[src/hdl/vks_pkg.sv]
`timescale 1ns / 1ps
// Shared types and constants for the velocity key scanner.
// No dependencies; used by vks_key_step and velocity_key_scanner.
package vks_pkg;

  localparam int KEY_W   = 7;
  localparam int STAMP_W = 32;

  // Result kinds
  localparam logic [1:0] EV_NOTE_ON  = 2'd0;
  localparam logic [1:0] EV_NOTE_OFF = 2'd1;
  localparam logic [1:0] EV_PEDAL    = 2'd2;

  // Per-key contact phase
  typedef enum logic [1:0] {
    PH_OFF      = 2'd0,
    PH_STARTED  = 2'd1,
    PH_ON       = 2'd2,
    PH_RELEASED = 2'd3
  } phase_t;

  // One input sample
  typedef struct packed {
    logic               action;
    logic [KEY_W-1:0]   key_index;
    logic               upper_contact;
    logic               lower_contact;
    logic [STAMP_W-1:0] now_us;
    logic               pedal_level;
  } in_item_t;

  // One result
  typedef struct packed {
    logic [1:0]         event_kind;
    logic [KEY_W-1:0]   event_key;
    logic [STAMP_W-1:0] elapsed_us;
    logic               pedal_down;
  } out_item_t;

  // Decision of the per-key phase step
  typedef struct packed {
    logic               upd_phase;
    logic               upd_stamp;
    logic               emit;
    phase_t             new_phase;
    logic [1:0]         kind;
    logic [STAMP_W-1:0] elapsed;
  } key_step_t;

endpackage

[src/hdl/vks_key_step.sv]
`timescale 1ns / 1ps
// Next-phase logic of one key: phase transitions, stamp capture, travel time.
// Depends on vks_pkg.
module vks_key_step (
  input  vks_pkg::phase_t             cur_phase,
  input  logic                        upper,
  input  logic                        lower,
  input  logic [vks_pkg::STAMP_W-1:0] now_us,
  input  logic [vks_pkg::STAMP_W-1:0] stamp,
  output vks_pkg::key_step_t          step
);
  import vks_pkg::*;

  logic [STAMP_W-1:0] travel;

  // Travel time wraps modulo 2^32
  assign travel = now_us - stamp;

  // One phase step per sample; upper contact checked first while started
  always_comb begin
    step           = '0;
    step.new_phase = cur_phase;
    step.elapsed   = travel;
    unique case (cur_phase)
      PH_OFF: begin
        if (upper) begin
          step.upd_phase = 1'b1;
          step.upd_stamp = 1'b1;
          step.new_phase = PH_STARTED;
        end
      end
      PH_STARTED: begin
        if (!upper) begin
          step.upd_phase = 1'b1;
          step.new_phase = PH_OFF;
        end else if (lower) begin
          step.upd_phase = 1'b1;
          step.new_phase = PH_ON;
          step.emit      = 1'b1;
          step.kind      = EV_NOTE_ON;
        end
      end
      PH_ON: begin
        if (!lower) begin
          step.upd_phase = 1'b1;
          step.upd_stamp = 1'b1;
          step.new_phase = PH_RELEASED;
        end
      end
      PH_RELEASED: begin
        if (!upper) begin
          step.upd_phase = 1'b1;
          step.new_phase = PH_OFF;
          step.emit      = 1'b1;
          step.kind      = EV_NOTE_OFF;
        end
      end
      default: begin
        step.new_phase = cur_phase;
      end
    endcase
  end

endmodule

[src/hdl/velocity_key_scanner.sv]
`timescale 1ns / 1ps
// Two-contact velocity keyboard scanner, top level.
// Depends on vks_pkg and vks_key_step.
//
// Usage:
//   A sample transfers in at a clock edge with start high and busy low. A key
//   sample carries key index, both contact levels and a microsecond stamp; a
//   pedal sample carries the pedal line level.
//   Per-key phase and time stamp live in two single-port synchronous memories.
//   The accept edge launches the memory read; the next cycle (busy high)
//   decides the phase step, writes back and registers the result.
//   The result is registered into the output register at the end of the
//   execute cycle, so out_valid rises as busy falls, and the result transfers
//   while out_valid is high; it stands for exactly one cycle.
//   A new sample is not taken until the previous one has passed the memory
//   read and the write-back cycle. A new sample may be taken while the
//   previous result is on the output register.
//   Samples that change nothing give no result.
//   The receiver cannot stall; out_valid is a one-cycle strobe.
//   Reset (rst_n low, synchronous): all keys off through per-key valid bits,
//   pedal taken as released (high), no result pending. No clearing pass.
module velocity_key_scanner #(
  parameter int NUM_KEYS = 128
) (
  input  logic               clk,
  input  logic               rst_n,
  input  logic               start,
  output logic               busy,
  input  vks_pkg::in_item_t  in_item,
  output logic               out_valid,
  output vks_pkg::out_item_t out_item
);
  import vks_pkg::*;

  localparam int             KeyW   = $clog2(NUM_KEYS);
  localparam logic [KEY_W:0] KeyLim = (KEY_W + 1)'(NUM_KEYS);

  typedef enum logic {
    S_IDLE,
    S_EXEC
  } state_t;

  state_t             state_r;
  logic               out_valid_r;
  out_item_t          out_item_r;
  logic               last_pedal_r;

  phase_t             phase_mem [NUM_KEYS];
  logic [STAMP_W-1:0] stamp_mem [NUM_KEYS];
  logic [NUM_KEYS-1:0] phase_vld_r;

  phase_t             phase_rd_r;
  logic [STAMP_W-1:0] stamp_rd_r;
  logic               vld_rd_r;
  logic               in_range_r;
  in_item_t           item_r;

  logic               accept;
  logic               exec;
  logic [KeyW-1:0]    rd_idx;
  logic [KeyW-1:0]    wr_idx;
  phase_t             cur_phase;
  key_step_t          step;
  logic               key_live;
  logic               phase_we;
  logic               stamp_we;

  assign accept   = start && (state_r == S_IDLE);
  assign exec     = (state_r == S_EXEC);
  assign busy     = exec;
  assign rd_idx   = in_item.key_index[KeyW-1:0];
  assign wr_idx   = item_r.key_index[KeyW-1:0];

  // Memory read on transfer; sample held for the execute cycle
  always_ff @(posedge clk) begin
    if (accept) begin
      phase_rd_r <= phase_mem[rd_idx];
      stamp_rd_r <= stamp_mem[rd_idx];
      vld_rd_r   <= phase_vld_r[rd_idx];
      in_range_r <= ({1'b0, in_item.key_index} < KeyLim);
      item_r     <= in_item;
    end
  end

  // Never-written keys read as off
  assign cur_phase = vld_rd_r ? phase_rd_r : PH_OFF;

  vks_key_step u_step (
    .cur_phase (cur_phase),
    .upper     (item_r.upper_contact),
    .lower     (item_r.lower_contact),
    .now_us    (item_r.now_us),
    .stamp     (stamp_rd_r),
    .step      (step)
  );

  assign key_live = exec && !item_r.action && in_range_r;
  assign phase_we = key_live && step.upd_phase;
  assign stamp_we = key_live && step.upd_stamp;

  // Write-back; the next read comes only after it, so no forwarding needed
  always_ff @(posedge clk) begin
    if (phase_we) begin
      phase_mem[wr_idx] <= step.new_phase;
    end
    if (stamp_we) begin
      stamp_mem[wr_idx] <= item_r.now_us;
    end
  end

  // Per-key valid bits stand in for the phase reset
  always_ff @(posedge clk) begin
    if (!rst_n) begin
      phase_vld_r <= '0;
    end else if (phase_we) begin
      phase_vld_r[wr_idx] <= 1'b1;
    end
  end

  // Sequencer, pedal state and result register
  always_ff @(posedge clk) begin
    if (!rst_n) begin
      state_r      <= S_IDLE;
      out_valid_r  <= 1'b0;
      last_pedal_r <= 1'b1;
    end else begin
      unique case (state_r)
        S_IDLE: begin
          out_valid_r <= 1'b0;
          if (start) begin
            state_r <= S_EXEC;
          end
        end
        S_EXEC: begin
          state_r <= S_IDLE;
          if (item_r.action) begin
            out_valid_r             <= (item_r.pedal_level != last_pedal_r);
            last_pedal_r            <= item_r.pedal_level;
            out_item_r.event_kind   <= EV_PEDAL;
            out_item_r.event_key    <= '0;
            out_item_r.elapsed_us   <= '0;
            out_item_r.pedal_down   <= !item_r.pedal_level;
          end else begin
            out_valid_r             <= in_range_r && step.emit;
            out_item_r.event_kind   <= step.kind;
            out_item_r.event_key    <= item_r.key_index;
            out_item_r.elapsed_us   <= step.elapsed;
            out_item_r.pedal_down   <= 1'b0;
          end
        end
        default: begin
          state_r <= S_IDLE;
        end
      endcase
    end
  end

  assign out_valid = out_valid_r;
  assign out_item  = out_item_r;

endmodule
[config.mk]
export PLATFORM = sky130hd
export DESIGN_NAME = velocity_key_scanner
export DESIGN_NICKNAME = d
export VERILOG_FILES = /design/src/hdl/vks_pkg.sv /design/src/hdl/vks_key_step.sv /design/src/hdl/velocity_key_scanner.sv
export SDC_FILE = /design/constraint.sdc
export NUM_CORES = 2
export LEC_CHECK = 0
export BUFFER_PORTS_ARGS = -buffer_cell sky130_fd_sc_hd__buf_4
export CAP_MARGIN = 20
export CORE_UTILIZATION = 55
export CTS_CLUSTER_DIAMETER = 30
export DETAILED_ROUTE_END_ITERATION = 16
export HOLD_SLACK_MARGIN = 0.1
export PLACE_DENSITY = 0.71
export SETUP_SLACK_MARGIN = 0.02
export SLEW_MARGIN = 5
export SYNTH_ARGS = -nofsm -noshare
export SYNTH_HDL_FRONTEND = slang
export SYNTH_MEMORY_MAX_BITS = 65536
export SYNTH_SLANG_ARGS = --single-unit
[constraint.sdc]
create_clock -name clk -period 13.05 [get_ports clk]
set_input_delay 2.61 -clock clk [delete_from_list [all_inputs] [get_ports clk]]
set_output_delay 2.61 -clock clk [all_outputs]
set_load 0.01 [all_outputs]
* After elaboration in Yosys (flattened, before gate mapping) *
Memory sizes are Yosys's and may differ from the RTL's. A register that Yosys moved wholly into a read port is not among the register bits.
Cells that the tools add are included.

cells by class
  reduce and logical (&&, ||, !) cells = 10
  equal/unequal tests = 4
  bitwise logic cells = 2
  mux-type cells = 30
  $add $sub $neg = 1
  $lt $le $gt $ge = 3

operators with widths
  cell                count
  $or 128x128->128    1
  $sub 32x32->32      1
  $lt 7x8->1 const B  2
  $mux 2              7
  $mux 1              12
  $mux 5              2
  $pmux 1 s2          4
  $pmux 2 s4          1
  $bmux 1 s7          1
  $demux 1 s7         1
  $ge 7x1->1 const B  1
  $logic_and 1x1->1   5
  $eq 2x2->1 const B  2
  $pmux 1 s4          1
  $pmux 2 s2          1
  $reduce_and 2->1    2
  $eq 2x1->1 const B  1
  $logic_not 1->1     2
  $logic_not 2->1     1
  $ne 1x1->1          1
  $not 1->1           1

storage, ports and cells
  memories = 2
  RAM bits = 4352
  output and inout bits = 44
  bits in registers = 217

memory list
  name       depth  width  read ports  clocked after memory_dff  wr ports  line                        RTL
  stamp_mem  128    32     1           1                         1         velocity_key_scanner.sv:49  logic [STAMP_W-1:0] stamp_mem [NUM_KEYS];
  phase_mem  128    2      1           1                         1         velocity_key_scanner.sv:48  phase_t phase_mem [NUM_KEYS];

* Logic depth before layout (Yosys ltp) *
  word-level depth = 6
  mapped depth = 12
  mapped depth without buffers = 10

* By module *
From an unflattened synthesis, not the netlist that was laid out.

unflattened totals
  cells, all modules = 7315
  area, all modules = 176671.9 µm²

modules (own cells, without submodules)
  module                cells an instance  instances  area each (µm²)
  velocity_key_scanner  6976               1          174446.1
  vks_key_step          339                1          2225.9

* Least setup slack after synthesis *
Ideal clock, no wire load.

  kind = input port to flip-flop
  from = input start
  to = register item_r[0] in the netlist's numbering (enable)
  path slack = 6.484 ns
  data required time = 12.526 ns
  library setup time = 0.524 ns
  path buffers = 0
  stages = 1
  data arrival time = 6.042 ns
  path through = nor2b_1

between the ends
  word-level cells in the longest chain between the ends = 1

RTL lines
  item                  line                        RTL
  start, declared       velocity_key_scanner.sv:27  input logic start,
  $logic_and 1x1->1     velocity_key_scanner.sv:68  assign accept = start && (state_r == S_IDLE);
  end signal, assigned  velocity_key_scanner.sv:81  item_r <= in_item;
  end, declared         velocity_key_scanner.sv:56  in_item_t item_r;

Every way passes these cells.
A chain may end at the register's enable or synchronous reset.

==> qor.csv <==
metric,value,unit
Sequential cell area,137000,um2
first-pass GRT wire length,666,mm
post-place instance area,184000,um2
Mapped Avg Cell Area,22.4,um2
"count leader, synth",edfxtp_1,
drt first pass iters,9,
Layout fillers,19565,
Seq cells post-synth,4603,
GRT Total Usage,0.293,
Skew-Pair Late Insertion Delay,1060,ps
CP Data Arrival Time,7510,ps
I/O pins,90,
Die Span Y,568,um
final net count,8627,
Synth area leader,edfxtp_1,
buffer and inverter count on the worst path,3,
Design Power,0.0368,W
leakage,67.0,nW
post-CTS setup buffers,0,
DRT iter0 DRCs,13497,
mapped cell area,176000,um2
root buf cell,clkbuf_16,
die width,568,um
Max Fclk,147,MHz
max incr delay on CP,1210,ps
DR WL/cell,35.5,um
final period utilization,0.520,
total CTS buffers,702,
cells after synthesis,7886,
Clock Skews,58.9,ps
CP max-delay cell,nor4_1,
die area,323000,um2
Slew headroom,0.147,
initial core utilization,0.554,
HP Class,reg2reg,
clk buf depth,4,
remaining global-route overflow,0,
CP Launch Type,primary input,
Power Density,176,nW/um2
Synth cell types,61,
hold_buf cts,0,
Post-synth top cells,"edfxtp_1, mux4_2, nor2_1",
pin count of the biggest net entering global routing,143,
RSZ-0062 raised after global routing,false,
Clock transition at path regs,50,ps
Post-synth EDFFs,4472,
CTS tree,done,
Syn Nets,7964,
"Seq/Total Area, Yosys",0.776,
Worst Setup End Kind,flip-flop,
vias in the first global route,91184,
Area Overhead vs Synth,18.0,%
ys async rst share,0,
vias,90160,
Post-Layout Inst Area,208000,um2
gp weighted congestion,0.882,
CP dominant cell by count,buf_4,
largest cells by area after synthesis,"edfxtp_1, mux4_2, mux2i_1, dfxtp_1, a22oi_1",
CTS-repair resized insts,0,
setup TNS,0,ps
remaining antenna violation count,0,
Max-cap violations,0,
fin worst setup slack,6260,ps
Placement Setup Slack,5110,ps
share of layout cells above drive strength 1,0.317,
Detailed Route WL,474,mm
Required @ worst endpoint,13770,ps
Sink Count,4603,
Synth Warn #,0,
maximum vdd ir drop,0.127,mV
dpl hpwl,255,mm
# port buffers,89,
initial antenna violation count,41,
post-route DRC violation count,0,
Fin. Hold Viols,0,
ys flop type,edfxtp_1,
setup violators final,0,
kind of critical path,in2reg,
Clock H-tree levels,6,
worst slew pin tran,1280,ps
maximum fanout count along the critical path,102,
largest delay contributor family on the critical path,simple AND/OR/NAND/NOR gates,
Core Box Area,319000,um2
vias per cell,6.76,
crit path cell chain,"buf_16, buf_4, buf_4, mux4_2, a22oi_1, nand4_1, nor4_1, o21ai_1",
fin. max-slew vios,0,
status,completed,
Yosys top cell area share,0.761,
Site Rows,207,
footprint of the multi-input gates,38500,um2
crit path time final,6790,ps
## worst paths after layout
path | cells after the start | to | slack (ps) | from
setup / recovery | 8 | stamp_rd_r[5] | 6260 | in_item[37]
hold / removal | 1 | phase_vld_r[47] | 460 | phase_vld_r[47]
setup reg to reg | 10 | out_item[13] | 9030 | item_r[2]
hold reg to reg | 1 | phase_vld_r[47] | 460 | phase_vld_r[47]
## layer usage
layer | vias up | track usage | wire, um
met5 | - | 0 | 184
met4 | 24 | 0.131 | 23300
met3 | 1116 | 0.0736 | 58600
met2 | 6528 | 0.453 | 223000
met1 | 47442 | 0.398 | 169000
li1 | 35050 | - | -
## area by class of cell
type                    instances  area share
inverters                      45    0.000847
flip-flops and latches       4603       0.657
clock buffers                 786      0.0867
well taps                    4180      0.0251
diodes                         17    0.000204
multi-input cells            2801       0.185
repair buffers                396      0.0158
clock inverters               517      0.0294
## registers in the layout (all words and copies together) (netlist names)
name / count
last_pedal_r: 1
out_item: 42
vld_rd_r: 1
out_valid: 1
item_r: 36
phase_mem: 256
stamp_mem: 4096
wr_idx: 7
phase_vld_r: 128
busy: 1
stamp_rd_r: 32
phase_rd_r: 2
## metrics by stage
stage,std cells,util,hold WS [ps]
2_1_floorplan,7886,-,435
3_3_place_gp,12005,0.577,441
3_5_place_dp,12021,0.578,450
4_1_cts,13324,0.653,462
5_1_grt,13333,0.654,473
6_report,13345,0.654,459
## worst register-to-register path, stage by stage (launching register included)
cell      delay (ps)
edfxtp_1         350
buf_4            560
inv_1            280
fa_1             470
nor2b_1          250
o31ai_1          160
a21oi_1          550
o21ai_0          200
a21oi_1          220
nor3_1            70
nor3b_1          620
## cells in the final DEF (no fill, tap or decap), types with 74 or more instances in the layout
master,Yosys,layout
o21a_1,131,131
nor2_4,0,136
mux4_2,1155,1155
a22oi_1,177,177
clkinvlp_4,0,79
clkinv_2,0,89
dfxtp_1,131,131
clkbuf_16,0,709
nor2_1,323,187
clkinv_1,0,78
a21oi_1,108,108
buf_4,21,359
bufinv_16,0,83
edfxtp_1,4472,4472
clkbuf_1,203,74
mux2i_1,283,283
inv_6,0,79
## kinds of logic after synthesis
logic type                 after synthesis  synth area share
adders and majority gates               32           0.00231
buffers and inverters                  482            0.0125
DFF                                   4603             0.776
AOI/OAI and AO/OA                      700            0.0276
xor gates and xnor gates                20          0.000993
and+or+nand+nor                        572            0.0149
muxes                                 1477             0.166
## report_power, final
group	internal (W)	leakage [nW]	switching, W
clock network	0.0118	11.6	0.00709
logic	0.000525	14.1	0.00104
registers	0.0163	41.3	0.0000248
total	0.0286	67.0	0.00815
Power figures use the tool's default switching activity.
